$ cat src/rtl/trbf_pkg.sv
// Shared types, codes and defaults for the two-reader broadcast FIFO.
package trbf_pkg;

    localparam int DEPTH_DEF = 16;
    localparam int DATA_W    = 64;
    localparam int REQ_W     = 2;
    localparam int STATUS_W  = 2;

    typedef logic [REQ_W-1:0]    req_t;
    typedef logic [STATUS_W-1:0] status_t;

    // Request codes carried on the input tuser.
    localparam req_t REQ_INSERT = 2'd0;
    localparam req_t REQ_READ_A = 2'd1;
    localparam req_t REQ_READ_B = 2'd2;

    // Status codes carried on the output tuser.
    localparam status_t ST_OK    = 2'd0;
    localparam status_t ST_EMPTY = 2'd1;
    localparam status_t ST_FULL  = 2'd2;

    // Commands from the controller to the datapath.
    typedef struct packed {
        logic load;   // capture the incoming word
        logic exec;   // carry out the captured request
    } dp_cmd_t;

endpackage

$ cat src/rtl/two_reader_broadcast_fifo_top.sv
// Top level of the two-reader broadcast FIFO.
//
// A ring of DEPTH 64-bit records shared by two consumers, A and B. Every
// record must be read by both consumers before its slot is freed.
// Requests arrive on the s_ channel: tuser carries the request kind (insert,
// read by A, read by B) and tdata carries the record for an insert. Each
// request yields exactly one word on the m_ channel: tuser carries the
// status (success, nothing unread, full and dropped) and tdata carries the
// record read (zero unless a read succeeded) with the occupancy above it.
// An insert into a full ring is dropped and reported as full.
// A request accepted in the idle state is captured, carried out in the
// execute state and presented in the output state, where m_tvalid stays
// high until the receiver takes it. One request is in flight at a time:
// s_tready stays low from the accept until the result is taken, so the
// block takes a new request only after the last one has left.
// The execute state does the pointer update and at most one ring access.
// When the receiver stalls, the result word holds and s_tready stays low.
// Reset empties the ring: all pointers and the occupancy return to zero and
// the block is ready for a request at once; record contents are not cleared.
module two_reader_broadcast_fifo_top #(
    parameter int DEPTH = trbf_pkg::DEPTH_DEF,
    localparam int OCC_W = $clog2(DEPTH + 1),
    localparam int OUT_W = ((trbf_pkg::DATA_W + OCC_W + 7) / 8) * 8
) (
    input  logic                        clk,
    input  logic                        rst_n,
    input  logic                        s_tvalid,
    output logic                        s_tready,
    input  logic [trbf_pkg::DATA_W-1:0] s_tdata,  // [63:0] write_data
    input  trbf_pkg::req_t              s_tuser,  // [1:0] req_type
    output logic                        m_tvalid,
    input  logic                        m_tready,
    output logic [OUT_W-1:0]            m_tdata,  // read_data, occupancy, zero fill
    output trbf_pkg::status_t           m_tuser   // [1:0] status
);
    import trbf_pkg::*;

    dp_cmd_t           cmd;
    logic [DATA_W-1:0] read_data;
    logic [OCC_W-1:0]  occupancy;

    // The controller only sequences the handshakes; the ring, pointers and results live in the datapath.
    trbf_ctrl u_ctrl (
        .clk      (clk),
        .rst_n    (rst_n),
        .s_tvalid (s_tvalid),
        .s_tready (s_tready),
        .m_tvalid (m_tvalid),
        .m_tready (m_tready),
        .cmd      (cmd)
    );

    trbf_datapath #(
        .DEPTH (DEPTH)
    ) u_datapath (
        .clk       (clk),
        .rst_n     (rst_n),
        .cmd       (cmd),
        .in_req    (s_tuser),
        .in_data   (s_tdata),
        .status    (m_tuser),
        .read_data (read_data),
        .occupancy (occupancy)
    );

    // The record sits in the low 64 bits with the occupancy just above it.
    assign m_tdata = OUT_W'({occupancy, read_data});

endmodule

$ cat src/rtl/trbf_datapath.sv
// Datapath of the two-reader broadcast FIFO: record ring, pointers and result registers.
module trbf_datapath #(
    parameter int DEPTH = trbf_pkg::DEPTH_DEF,
    localparam int OCC_W = $clog2(DEPTH + 1)
) (
    input  logic                          clk,
    input  logic                          rst_n,
    input  trbf_pkg::dp_cmd_t             cmd,
    input  trbf_pkg::req_t                in_req,
    input  logic [trbf_pkg::DATA_W-1:0]   in_data,
    output trbf_pkg::status_t             status,
    output logic [trbf_pkg::DATA_W-1:0]   read_data,
    output logic [OCC_W-1:0]              occupancy
);
    import trbf_pkg::*;

    localparam int PTR_W  = $clog2(2 * DEPTH);
    localparam int PTR_XW = PTR_W + 1;
    localparam int ADDR_W = $clog2(DEPTH);
    localparam logic [PTR_W-1:0]  PTR_LAST  = PTR_W'(2 * DEPTH - 1);
    localparam logic [PTR_W-1:0]  PTR_DEPTH = PTR_W'(DEPTH);
    localparam logic [PTR_XW-1:0] PTR_MOD   = PTR_XW'(2 * DEPTH);
    localparam logic [OCC_W-1:0]  OCC_FULL  = OCC_W'(DEPTH);

    // Pointers run modulo twice the depth so that full and empty differ.
    function automatic logic [PTR_W-1:0] ptr_inc(input logic [PTR_W-1:0] p);
        return (p == PTR_LAST) ? '0 : p + 1'b1;
    endfunction

    function automatic logic [ADDR_W-1:0] ptr_slot(input logic [PTR_W-1:0] p);
        return (p >= PTR_DEPTH) ? ADDR_W'(p - PTR_DEPTH) : ADDR_W'(p);
    endfunction

    function automatic logic [OCC_W-1:0] unread(input logic [PTR_W-1:0] tail,
                                                input logic [PTR_W-1:0] rd);
        logic [PTR_XW-1:0] d;
        d = {1'b0, tail} - {1'b0, rd};
        if (d[PTR_W])
        begin
            d = d + PTR_MOD;
        end
        return OCC_W'(d);
    endfunction

    logic [DATA_W-1:0] mem [DEPTH];

    req_t              req_reg;
    logic [DATA_W-1:0] wdata_reg;
    logic [DATA_W-1:0] rd_reg;
    logic [PTR_W-1:0]  tail_reg, tail_next;
    logic [PTR_W-1:0]  ra_reg, ra_next;
    logic [PTR_W-1:0]  rb_reg, rb_next;
    logic [OCC_W-1:0]  fill_reg, fill_next;
    status_t           status_reg, status_next;
    logic              sel_reg, sel_next;

    logic              wr_en;
    logic [ADDR_W-1:0] rd_slot;
    logic [OCC_W-1:0]  unread_a, unread_b, new_a, new_b;

    assign unread_a = unread(tail_reg, ra_reg);
    assign unread_b = unread(tail_reg, rb_reg);

    always_comb
    begin
        tail_next   = tail_reg;
        ra_next     = ra_reg;
        rb_next     = rb_reg;
        status_next = ST_EMPTY;
        sel_next    = 1'b0;
        wr_en       = 1'b0;
        rd_slot     = ptr_slot(ra_reg);
        case (req_reg)
            REQ_INSERT:
            begin
                if (fill_reg >= OCC_FULL)
                begin
                    status_next = ST_FULL;
                end
                else
                begin
                    wr_en       = 1'b1;
                    tail_next   = ptr_inc(tail_reg);
                    status_next = ST_OK;
                end
            end
            REQ_READ_A:
            begin
                if (unread_a != '0)
                begin
                    ra_next     = ptr_inc(ra_reg);
                    status_next = ST_OK;
                    sel_next    = 1'b1;
                end
            end
            REQ_READ_B:
            begin
                rd_slot = ptr_slot(rb_reg);
                if (unread_b != '0)
                begin
                    rb_next     = ptr_inc(rb_reg);
                    status_next = ST_OK;
                    sel_next    = 1'b1;
                end
            end
            default:
            begin
                status_next = ST_EMPTY;
            end
        endcase
        new_a     = unread(tail_next, ra_next);
        new_b     = unread(tail_next, rb_next);
        fill_next = (new_a > new_b) ? new_a : new_b;
    end

    always_ff @(posedge clk or negedge rst_n)
    begin
        if (!rst_n)
        begin
            tail_reg   <= '0;
            ra_reg     <= '0;
            rb_reg     <= '0;
            fill_reg   <= '0;
            status_reg <= ST_EMPTY;
            sel_reg    <= 1'b0;
        end
        else if (cmd.exec)
        begin
            tail_reg   <= tail_next;
            ra_reg     <= ra_next;
            rb_reg     <= rb_next;
            fill_reg   <= fill_next;
            status_reg <= status_next;
            sel_reg    <= sel_next;
        end
    end

    always_ff @(posedge clk)
    begin
        if (cmd.load)
        begin
            req_reg   <= in_req;
            wdata_reg <= in_data;
        end
    end

    // Record ring: at most one write or one registered read per request.
    always_ff @(posedge clk)
    begin
        if (cmd.exec && wr_en)
        begin
            mem[ptr_slot(tail_reg)] <= wdata_reg;
        end
        if (cmd.exec && sel_next)
        begin
            rd_reg <= mem[rd_slot];
        end
    end

    assign status    = status_reg;
    assign read_data = sel_reg ? rd_reg : '0;
    assign occupancy = fill_reg;

    a_fill_bound: assert property (@(posedge clk) disable iff (!rst_n)
        fill_reg <= OCC_FULL)
        else $error("fill count above depth");

    a_full_only_when_full: assert property (@(posedge clk) disable iff (!rst_n)
        (cmd.exec && req_reg == REQ_INSERT && fill_reg != OCC_FULL) |=>
            (tail_reg != $past(tail_reg) && status_reg == ST_OK))
        else $error("insert into a ring with room did not advance the tail");

    a_read_moves_one: assert property (@(posedge clk) disable iff (!rst_n)
        (cmd.exec && req_reg == REQ_READ_A && unread_a != '0) |=>
            (ra_reg != $past(ra_reg) && rb_reg == $past(rb_reg) && sel_reg))
        else $error("read by consumer A moved the wrong pointer");

endmodule

$ cat src/rtl/trbf_ctrl.sv
// Controller of the two-reader broadcast FIFO: handshake sequencing state machine.
module trbf_ctrl (
    input  logic              clk,
    input  logic              rst_n,
    input  logic              s_tvalid,
    output logic              s_tready,
    output logic              m_tvalid,
    input  logic              m_tready,
    output trbf_pkg::dp_cmd_t cmd
);
    import trbf_pkg::*;

    typedef enum logic [1:0] {
        S_IDLE,
        S_EXEC,
        S_OUT
    } state_t;

    state_t state_reg;
    logic   s_tready_reg;
    logic   m_tvalid_reg;

    always_ff @(posedge clk or negedge rst_n)
    begin
        if (!rst_n)
        begin
            state_reg    <= S_IDLE;
            s_tready_reg <= 1'b1;
            m_tvalid_reg <= 1'b0;
        end
        else
        begin
            case (state_reg)
                S_IDLE:
                begin
                    if (s_tvalid)
                    begin
                        state_reg    <= S_EXEC;
                        s_tready_reg <= 1'b0;
                    end
                end
                S_EXEC:
                begin
                    state_reg    <= S_OUT;
                    m_tvalid_reg <= 1'b1;
                end
                S_OUT:
                begin
                    if (m_tready)
                    begin
                        state_reg    <= S_IDLE;
                        m_tvalid_reg <= 1'b0;
                        s_tready_reg <= 1'b1;
                    end
                end
                default:
                begin
                    state_reg    <= S_IDLE;
                    s_tready_reg <= 1'b1;
                    m_tvalid_reg <= 1'b0;
                end
            endcase
        end
    end

    assign s_tready = s_tready_reg;
    assign m_tvalid = m_tvalid_reg;
    assign cmd.load = s_tvalid && s_tready_reg;
    assign cmd.exec = (state_reg == S_EXEC);

    a_one_side: assert property (@(posedge clk) disable iff (!rst_n)
        !(s_tready && m_tvalid))
        else $error("input and output open at the same time");

    a_latency: assert property (@(posedge clk) disable iff (!rst_n)
        (s_tvalid && s_tready) |=> ##1 m_tvalid)
        else $error("result not presented two cycles after accept");

    a_exec_once: assert property (@(posedge clk) disable iff (!rst_n)
        cmd.exec |=> (!cmd.exec && m_tvalid))
        else $error("request executed twice or result missing");

endmodule
$ cat config.mk
export PLATFORM = sky130hd
export DESIGN_NAME = two_reader_broadcast_fifo_top
export DESIGN_NICKNAME = d
export VERILOG_FILES = /design/src/rtl/trbf_pkg.sv /design/src/rtl/two_reader_broadcast_fifo_top.sv /design/src/rtl/trbf_datapath.sv /design/src/rtl/trbf_ctrl.sv
export SDC_FILE = /design/constraint.sdc
export NUM_CORES = 1
export LEC_CHECK = 0
export BUFFER_PORTS_ARGS = -buffer_cell sky130_fd_sc_hd__buf_2
export CAP_MARGIN = 25
export CORE_ASPECT_RATIO = 0.9
export CORE_MARGIN = 1
export CORE_UTILIZATION = 56
export CTS_BUF_LIST = sky130_fd_sc_hd__clkbuf_16
export CTS_CLUSTER_SIZE = 12
export DETAILED_ROUTE_END_ITERATION = 8
export GPL_TIMING_DRIVEN = 0
export PLACE_DENSITY_LB_ADDON = 0.2
export SETUP_SLACK_MARGIN = 0.4
export SYNTH_ARGS = -nofsm -noshare
export SYNTH_HDL_FRONTEND = slang
export SYNTH_SLANG_ARGS = --single-unit
$ cat constraint.sdc
create_clock -name clk -period 6.79 [get_ports clk]
set_clock_uncertainty 0.05 [all_clocks]
set_input_delay 1.0185 -clock clk [delete_from_list [all_inputs] [get_ports clk]]
set_output_delay 1.0185 -clock clk [all_outputs]
set_load 0.02 [all_outputs]
==> results.md, run 1 <==
- Crit end category: flop
- Vias in the first global route: 23,291
- Slew Limit Fails: 0
- Crit path max-delay family: adder cells
- Crit path required time: 7350 ps
- CP startpoint kind: flop
- All-layer global routing usage: 25.2%
- Max reg flops: 1,024
- Leakage: 0.0171 uW
- DP Area: 48,200 um2
- RePlAce Congestion: 0.869
- Die W: 303 um
- Clock Root Buffer: clkbuf_16
- Max rail drop VDD: 0.225 mV
- Postcts setup bufs: 0
- Clk slew on worst S/H paths: 60 ps
- Cell variety after synth: 56
- Most common cell after layout, fill and taps aside: edfxtp_1
- Sequential power share: 45.1%
- Nets: 2,586
- CP bufs+invs: 6
- Arrival time at the worst endpoint: 6010 ps
- Grt total ovfl: 0
- Slowest CP cell: dfrtp_1
- Main synth FF type: edfxtp_1
- Synthesized instance count: 2,199
- Post-route ant nets: 0
- Combinational fraction of design power: 26.6%
- Number of DRC markers in iteration 0: 2,328
- Sw Pwr: 5680 uW
- Starting Density: 57.0%
- Rows: 98
- Hold/Removal Path Class: in -> async
- Slowest Stage Delay on Critical Path: 540 ps
- CTS buffer count: 113
- CTS sink count: 1,181
- Final Cycle Share: 80.2%
- Status: finished, final reports clean
- Initial antenna violation count: 2
- Tmin final: 5450 ps
- Commonest non-fill, non-tap cells in the layout: 1,154 x edfxtp_1, 256 x mux4_2, 169 x buf_2, 160 x nand2_1, 131 x and2_1
- Setup crit start: u_datapath.tail_reg[0]$_DFFE_PN0P_
- Worst path cell trace: inv_1, ha_1, nor2b_1, xnor2_1, or2_2, o311a_1, clkbuf_1, inv_1, mux2_2, ha_1, inv_1, fa_1, a21o_1, a21oi_1, xnor2_1, xor2_1, inv_1, ha_1, nor2_1, a31oi_1, and2_1, clkbuf_1, mux2_2, o21ai_0
- Die Height: 273 um
- Yosys reg bits: 1,181
- Full die area: 82,500 um2
- Maxcap violations: 0
- Final Power: 19,600 uW
- EDFF count, synth: 1,154
- Post-Route Utilization: 64.4%
- CTS tree: built
- Post-synthesis sequential area ratio: 77.5%
- CP Class: reg -> reg
- Detailed placer's ending HPWL: 59.5 mm
- CP Max Fanout: 9
- Share of layout cells above drive strength 1: 24.2%
- Largest net degree at the start of global routing: 48
- Slew headroom: 25.9%
- Fin cells: 3,587
- Switch share: 29.0%
- Latest clock arrival within the worst-skew pair: 700 ps
- Int Power: 13,900 uW
- Vias: 22,450
- Async S/R FF share, synth: 2.29%
- Warnings, synthesis: 0
- Placed Cells: 3,414
- Clk pwr share: 28.3%
- Vias/cell: 6.26
- # DRC: 0
- Pwr Density: 381 nW/um2
- Ant. Diodes: 0
- Drt first pass iters: 5
- First-pass GRT wire length: 151 mm
- Mapped cell area: 45,600 um2
- Top-level port count: 146
- Synthesis-to-layout area growth: 12.9%
- Core region area: 79,900 um2
- H-tree levels: 3
- FF-to-FF Start: u_datapath.tail_reg[0]$_DFFE_PN0P_
- # port buffers: 142
- Post-CTS Hold Buffers: 0
- Total Wirelength: 101 mm
- Wire per inst: 28.1 um
- Clock buffer depth: 3
- CTS resizes: 0
- Mean Syn Cell Area: 20.7 um2
- Endpoints failing hold: 0
- Most frequent CP cell: inv_1
- Fmax: 0.184 GHz
- Design area: 51,400 um2
- Worst-Margin Slew: 1110 ps
- Setup violators final: 0
- RSZ-0062 raised after global routing: no
-- kinds of logic after synthesis --
kind of cell / after synthesis / share of synthesized area [%]
DFF: 1181 / 77.5
other: 1 / 0.00823
adders and majority gates: 35 / 0.974
muxes: 274 / 13.1
AOI/OAI and AO/OA: 194 / 2.92
buffers and inverters: 140 / 1.25
and+or+nand+nor: 360 / 3.98
xor gates and xnor gates: 14 / 0.269
-- through the flow --
stage | setup TNS [ps] | hold slack, ps | setup slack, ps
4_1_cts | 0 | 281 | 1430
5_1_grt | 0 | 331 | 1060
3_3_place_gp | -135600 | 402 | -2120
6_report | 0 | 279 | 1340
2_1_floorplan | 0 | 420 | 1410
3_5_place_dp | 0 | 418 | 1430
-- power by group through the flow --
stage          clock network [uW]  registers (uW)  logic (uW)
2_1_floorplan                   0            8890        3700
3_3_place_gp                    0            8970        5060
3_5_place_dp                    0            8970        5220
4_1_cts                      5610            8820        5250
5_1_grt                      5880            8870        5640
6_report                     5540            8830        5220
-- worst reg2reg max path, cell delays in order, from the launching register on --
cell	delay, ps
dfrtp_1	540
inv_1	190
ha_1	230
nor2b_1	140
xnor2_1	130
or2_2	300
o311a_1	330
clkbuf_1	190
inv_1	160
mux2_2	190
ha_1	140
inv_1	60
fa_1	400
a21o_1	180
a21oi_1	190
xnor2_1	170
xor2_1	250
inv_1	70
ha_1	310
nor2_1	60
a31oi_1	190
and2_1	170
clkbuf_1	230
mux2_2	360
o21ai_0	150
-- layer usage --
layer / vias to the layer above / part of all wire, % / GRT usage, %
li1: 9532 / - / -
met1: 11853 / 43 / 37.0
met2: 920 / 48 / 40.1
met3: 145 / 7.1 / 3.93
met4: 0 / 2.1 / 6.51
met5: - / 0 / 0
-- final timing paths --
check	endpoint	slack (ps)	cells past startpoint
worst max-delay path	u_datapath.occupancy[0]$_DFFE_PN0P_	1340	24
worst min-delay path	u_datapath.occupancy[1]$_DFFE_PN0P_	280	1
worst max register to register	u_datapath.occupancy[0]$_DFFE_PN0P_	1340	24
worst min register to register	u_datapath.status[1]$_DFFE_PN0P_	420	2
max in group asynchronous	u_datapath.tail_reg[0]$_DFFE_PN0P_	6000	1
min in group clk	u_datapath.status[1]$_DFFE_PN0P_	420	2
-- area by class of cell --
class / instances / area (um2)
plain buffers: 118 / 488
clock buffers: 116 / 2900
clock inverters: 54 / 258
fillers: 5381 / 28500
inverters: 22 / 82.6
multi-input cells: 880 / 9760
flip-flops and latches: 1181 / 35300
well taps: 1050 / 1310
repair buffers: 166 / 1310
-- Yosys cell counts (2+ instances only) --
| library cell | number | share of area, % |
|---|---|---|
| buf_4 | 3 | 0.049 |
| or2_2 | 3 | 0.041 |
| a211oi_1 | 65 | 1.1 |
| mux2_2 | 10 | 0.25 |
| xor2_1 | 3 | 0.058 |
| edfxtp_1 | 1154 | 76 |
| mux2i_1 | 6 | 0.13 |
| buf_2 | 27 | 0.30 |
| o31ai_1 | 3 | 0.049 |
| a31oi_1 | 72 | 0.99 |
| clkbuf_1 | 66 | 0.54 |
| nor2_1 | 13 | 0.11 |
| o211a_1 | 2 | 0.044 |
| inv_1 | 22 | 0.18 |
| nand2b_1 | 8 | 0.11 |
| and2_1 | 140 | 1.9 |
| dfstp_2 | 2 | 0.12 |
| nor2b_1 | 6 | 0.082 |
| xnor2_1 | 11 | 0.21 |
| o221ai_1 | 2 | 0.038 |
| dfrtp_1 | 25 | 1.4 |
| mux4_2 | 256 | 13 |
| nor3_1 | 7 | 0.077 |
| ha_1 | 33 | 0.91 |
| o21ai_0 | 16 | 0.18 |
| nand3_1 | 6 | 0.066 |
| nand2_1 | 160 | 1.3 |
| buf_1 | 22 | 0.18 |
| a21oi_1 | 12 | 0.13 |
| a21o_1 | 6 | 0.099 |
| and3_1 | 13 | 0.18 |
Note: power is estimated with default switching activity, not from simulation.
==> inputs of run 2 (changes only) <==
==> constraint.sdc (replaced) <==
create_clock -name clk -period 5.5 [get_ports clk]
set_clock_uncertainty 0.05 [all_clocks]
set_input_delay 0.825 -clock clk [delete_from_list [all_inputs] [get_ports clk]]
set_output_delay 0.825 -clock clk [all_outputs]
set_load 0.02 [all_outputs]
==> run 2 against run 1 <==
  * Flip-flop and latch count unchanged
  * Count of clock-buffer cells in the layout rose by 3
  * Sequential share of layout area decreased by 0.39 points
  * Sequential power is 23% higher
  * Worst setup slack lost 780 ps
  * Critical path depth down 4
  * Die area did not move
  * Total power grew 26%
  * Final cell count up 0.72%
  * Maximum frequency increased by 10%
  * Largest power group unchanged
  * Critical path type unchanged
  * Register-to-register slack lost 780 ps
  * Non-clock buffer count up 15
==> results.md, run 2 (synthesized netlist as in run 1, its figures left out) <==
- Status: finished, final reports clean
- Die Height: 273 um (unchanged)
- Synthesis-to-layout area growth: 13.5%
- Endpoints failing hold: 0 (unchanged)
- RSZ-0062 raised after global routing: no
- CP startpoint kind: flop
- Slew headroom: 29.9% (+4.0 points)
- Nets: 2,604 (+0.70%)
- # DRC: 0 (unchanged)
- Full die area: 82,500 um2 (unchanged)
- Starting Density: 57.0% (unchanged)
- Final WS setup: 558 ps (-784 ps)
- Number of DRC markers in iteration 0: 2,335 (+0.30%)
- Hold/Removal Path Class: in -> async
- Pwr Density: 476 nW/um2 (+25%)
- Fin Setup TNS: 0 ps (unchanged)
- Wire per inst: 28.0 um (-0.31%)
- CP Class: reg -> reg
- CTS tree: built
- First-pass GRT wire length: 149 mm (-0.89%)
- Sw Pwr: 7150 uW (+26%)
- Top-level port count: 146 (unchanged)
- Post-route ant nets: 0 (unchanged)
- Post-CTS Hold Buffers: 0 (unchanged)
- Max rail drop VDD: 0.293 mV (+30%)
- Fmax: 0.202 GHz (+10%)
- Post-Place Setup Slack: 220 ps (-1210 ps)
- CTS buffer count: 116 (+2.7%)
- Fill cell count: 5,304 (-1.4%)
- Leakage: 0.0172 uW (+0.80%)
- Largest net degree at the start of global routing: 49 (+2.1%)
- Maxcap violations: 0 (unchanged)
- RePlAce Congestion: 0.872 (+0.37%)
- Initial antenna violation count: 4 (+2)
- Fin cells: 3,613 (+0.72%)
- Combinational fraction of design power: 27.2% (+0.6 points)
- CP Max Fanout: 8 (-1)
- Commonest non-fill, non-tap cells in the layout: 1,154 x edfxtp_1, 256 x mux4_2, 169 x buf_2, 160 x nand2_1, 131 x and2_1
- H-tree levels: 3 (unchanged)
- Final Cycle Share: 89.9% (+9.6 points)
- Grt total ovfl: 0 (unchanged)
- Vias in the first global route: 23,227 (-0.27%)
- Max reg flops: 1,024 (unchanged)
- Latest clock arrival within the worst-skew pair: 690 ps (about the same)
- Total Wirelength: 101 mm (+0.41%)
- Switch share: 29.0% (about the same)
- Clock Root Buffer: clkbuf_16
- Crit end category: flop
- Core region area: 79,900 um2 (unchanged)
- Share of layout cells above drive strength 1: 25.6% (+1.4 points)
- R2R cell count: 20 (-17%)
- R2R Setup Slk: 560 ps (-780 ps)
- # port buffers: 142 (unchanged)
- Sequential power share: 44.2% (-0.9 points)
- Vias/cell: 6.22 (-0.60%)
- Tmin final: 4940 ps (-506 ps)
- Clk slew on worst S/H paths: 60 ps (about the same)
- Slew Limit Fails: 0 (unchanged)
- Clk pwr share: 28.7% (+0.4 points)
- Most common cell after layout, fill and taps aside: edfxtp_1
- Clock buffer depth: 3 (unchanged)
- Detailed placer's ending HPWL: 59.9 mm (+0.74%)
- Setup violators final: 0 (unchanged)
- Drt first pass iters: 5 (unchanged)
- Die W: 303 um (unchanged)
- CTS sink count: 1,181 (unchanged)
- Placed Cells: 3,416 (+0.059%)
- Vias: 22,477 (+0.12%)
- Capturing point of the worst reg2reg path: u_datapath.occupancy[3]$_DFFE_PN0P_
- FF-to-FF Start: u_datapath.ra_reg[2]$_DFFE_PN0P_
- Crit path required time: 6050 ps (-1300 ps)
- All-layer global routing usage: 25.1% (-0.12 points)
- Rows: 98 (unchanged)
- Final Power: 24,700 uW (+26%)
- Arrival time at the worst endpoint: 5490 ps (-520 ps)
- Worst-Margin Slew: 1050 ps (-59.4 ps)
- Int Power: 17,500 uW (+26%)
[run 2: cell types whose count changed in the layout (fill, tap and decap cells not counted), sizes merged, moves of 2 or more]
cell    delta
buf       +16
clkinv     +7
inv        -3
bufinv     +2
clkbuf     +2
[run 2: power by group through the flow]
| stage | combinational [uW] | sequential [uW] | clock (uW) |
|---|---|---|---|
| after floorplan | 4570 | 11000 | 0 |
| after global placement | 6270 | 11100 | 0 |
| after detailed placement | 6490 | 11100 | 0 |
| after CTS | 6550 | 10900 | 7150 |
| after global routing | 7200 | 10900 | 7470 |
| final | 6700 | 10900 | 7070 |
[run 2: final cells by class]
| cell class | count | area [um2] | area share (%) |
|---|---|---|---|
| Sequential cell | 1181 | 35300 | 68.3 |
| Multi-Input combinational cell | 880 | 9790 | 18.9 |
| Clock buffer | 119 | 2980 | 5.75 |
| Timing Repair Buffer | 181 | 1420 | 2.74 |
| Tap cell | 1050 | 1310 | 2.54 |
| Buffer | 118 | 497 | 0.960 |
| Clock inverter | 61 | 334 | 0.646 |
| Inverter | 22 | 82.6 | 0.160 |
| Antenna cell | 1 | 2.50 | 0.00484 |
[run 2: worst max path at each step]
stage                     depth (start not counted)                                  end                                from  slack (ps)
final                                            20  u_datapath.occupancy[3]$_DFFE_PN0P_    u_datapath.ra_reg[2]$_DFFE_PN0P_         560
after global routing                             24  u_datapath.occupancy[0]$_DFFE_PN0P_    u_datapath.ra_reg[1]$_DFFE_PN0P_         330
after CTS                                        23  u_datapath.occupancy[3]$_DFFE_PN0P_    u_datapath.rb_reg[2]$_DFFE_PN0P_         460
after detailed placement                         23  u_datapath.occupancy[3]$_DFFE_PN0P_  u_datapath.tail_reg[0]$_DFFE_PN0P_         220
after global placement                            9      u_datapath.rd_reg[40]$_DFFE_PP_    u_datapath.ra_reg[1]$_DFFE_PN0P_        -610
after floorplan                                  24  u_datapath.occupancy[0]$_DFFE_PN0P_  u_datapath.tail_reg[0]$_DFFE_PN0P_         850
[run 2: per-layer routing]
layer	part of all wire, %	track usage (%)	vias to the layer above
li1	-	-	9571
met1	42	36.4	11796
met2	48	39.6	952
met3	7.2	4.46	158
met4	2.6	7.19	0
met5	0	0	-
[run 2: critical path: stages (launching register included)]
cell      delay, ps
dfrtp_2         400
inv_2            70
ha_1            320
xnor2_1         150
or2_2           290
o311a_1         330
clkbuf_4        180
and2_1          200
mux2_2          290
ha_1            210
inv_2            70
fa_2            470
ha_1            310
nor2b_1         130
o21ai_0         200
nand2b_1        120
a211o_1         340
and2_1          150
buf_4           150
nand2b_1        190
o31ai_2         230
[run 2: through the flow]
step                util, %  area, um2  hold WS [ps]
finish                 64.7      51800           101
global route           64.7      51700           132
CTS                    64.5      51600          78.2
detailed placement     60.4      48300           403
global placement       59.6      47600           406
floorplan                 -      45600           420
[run 2: what timing repair did]
action,in CTS,in global routing
resized for setup,4,20
setup buffers,0,15
pin swaps,0,6
setup endpoints to repair,5,5
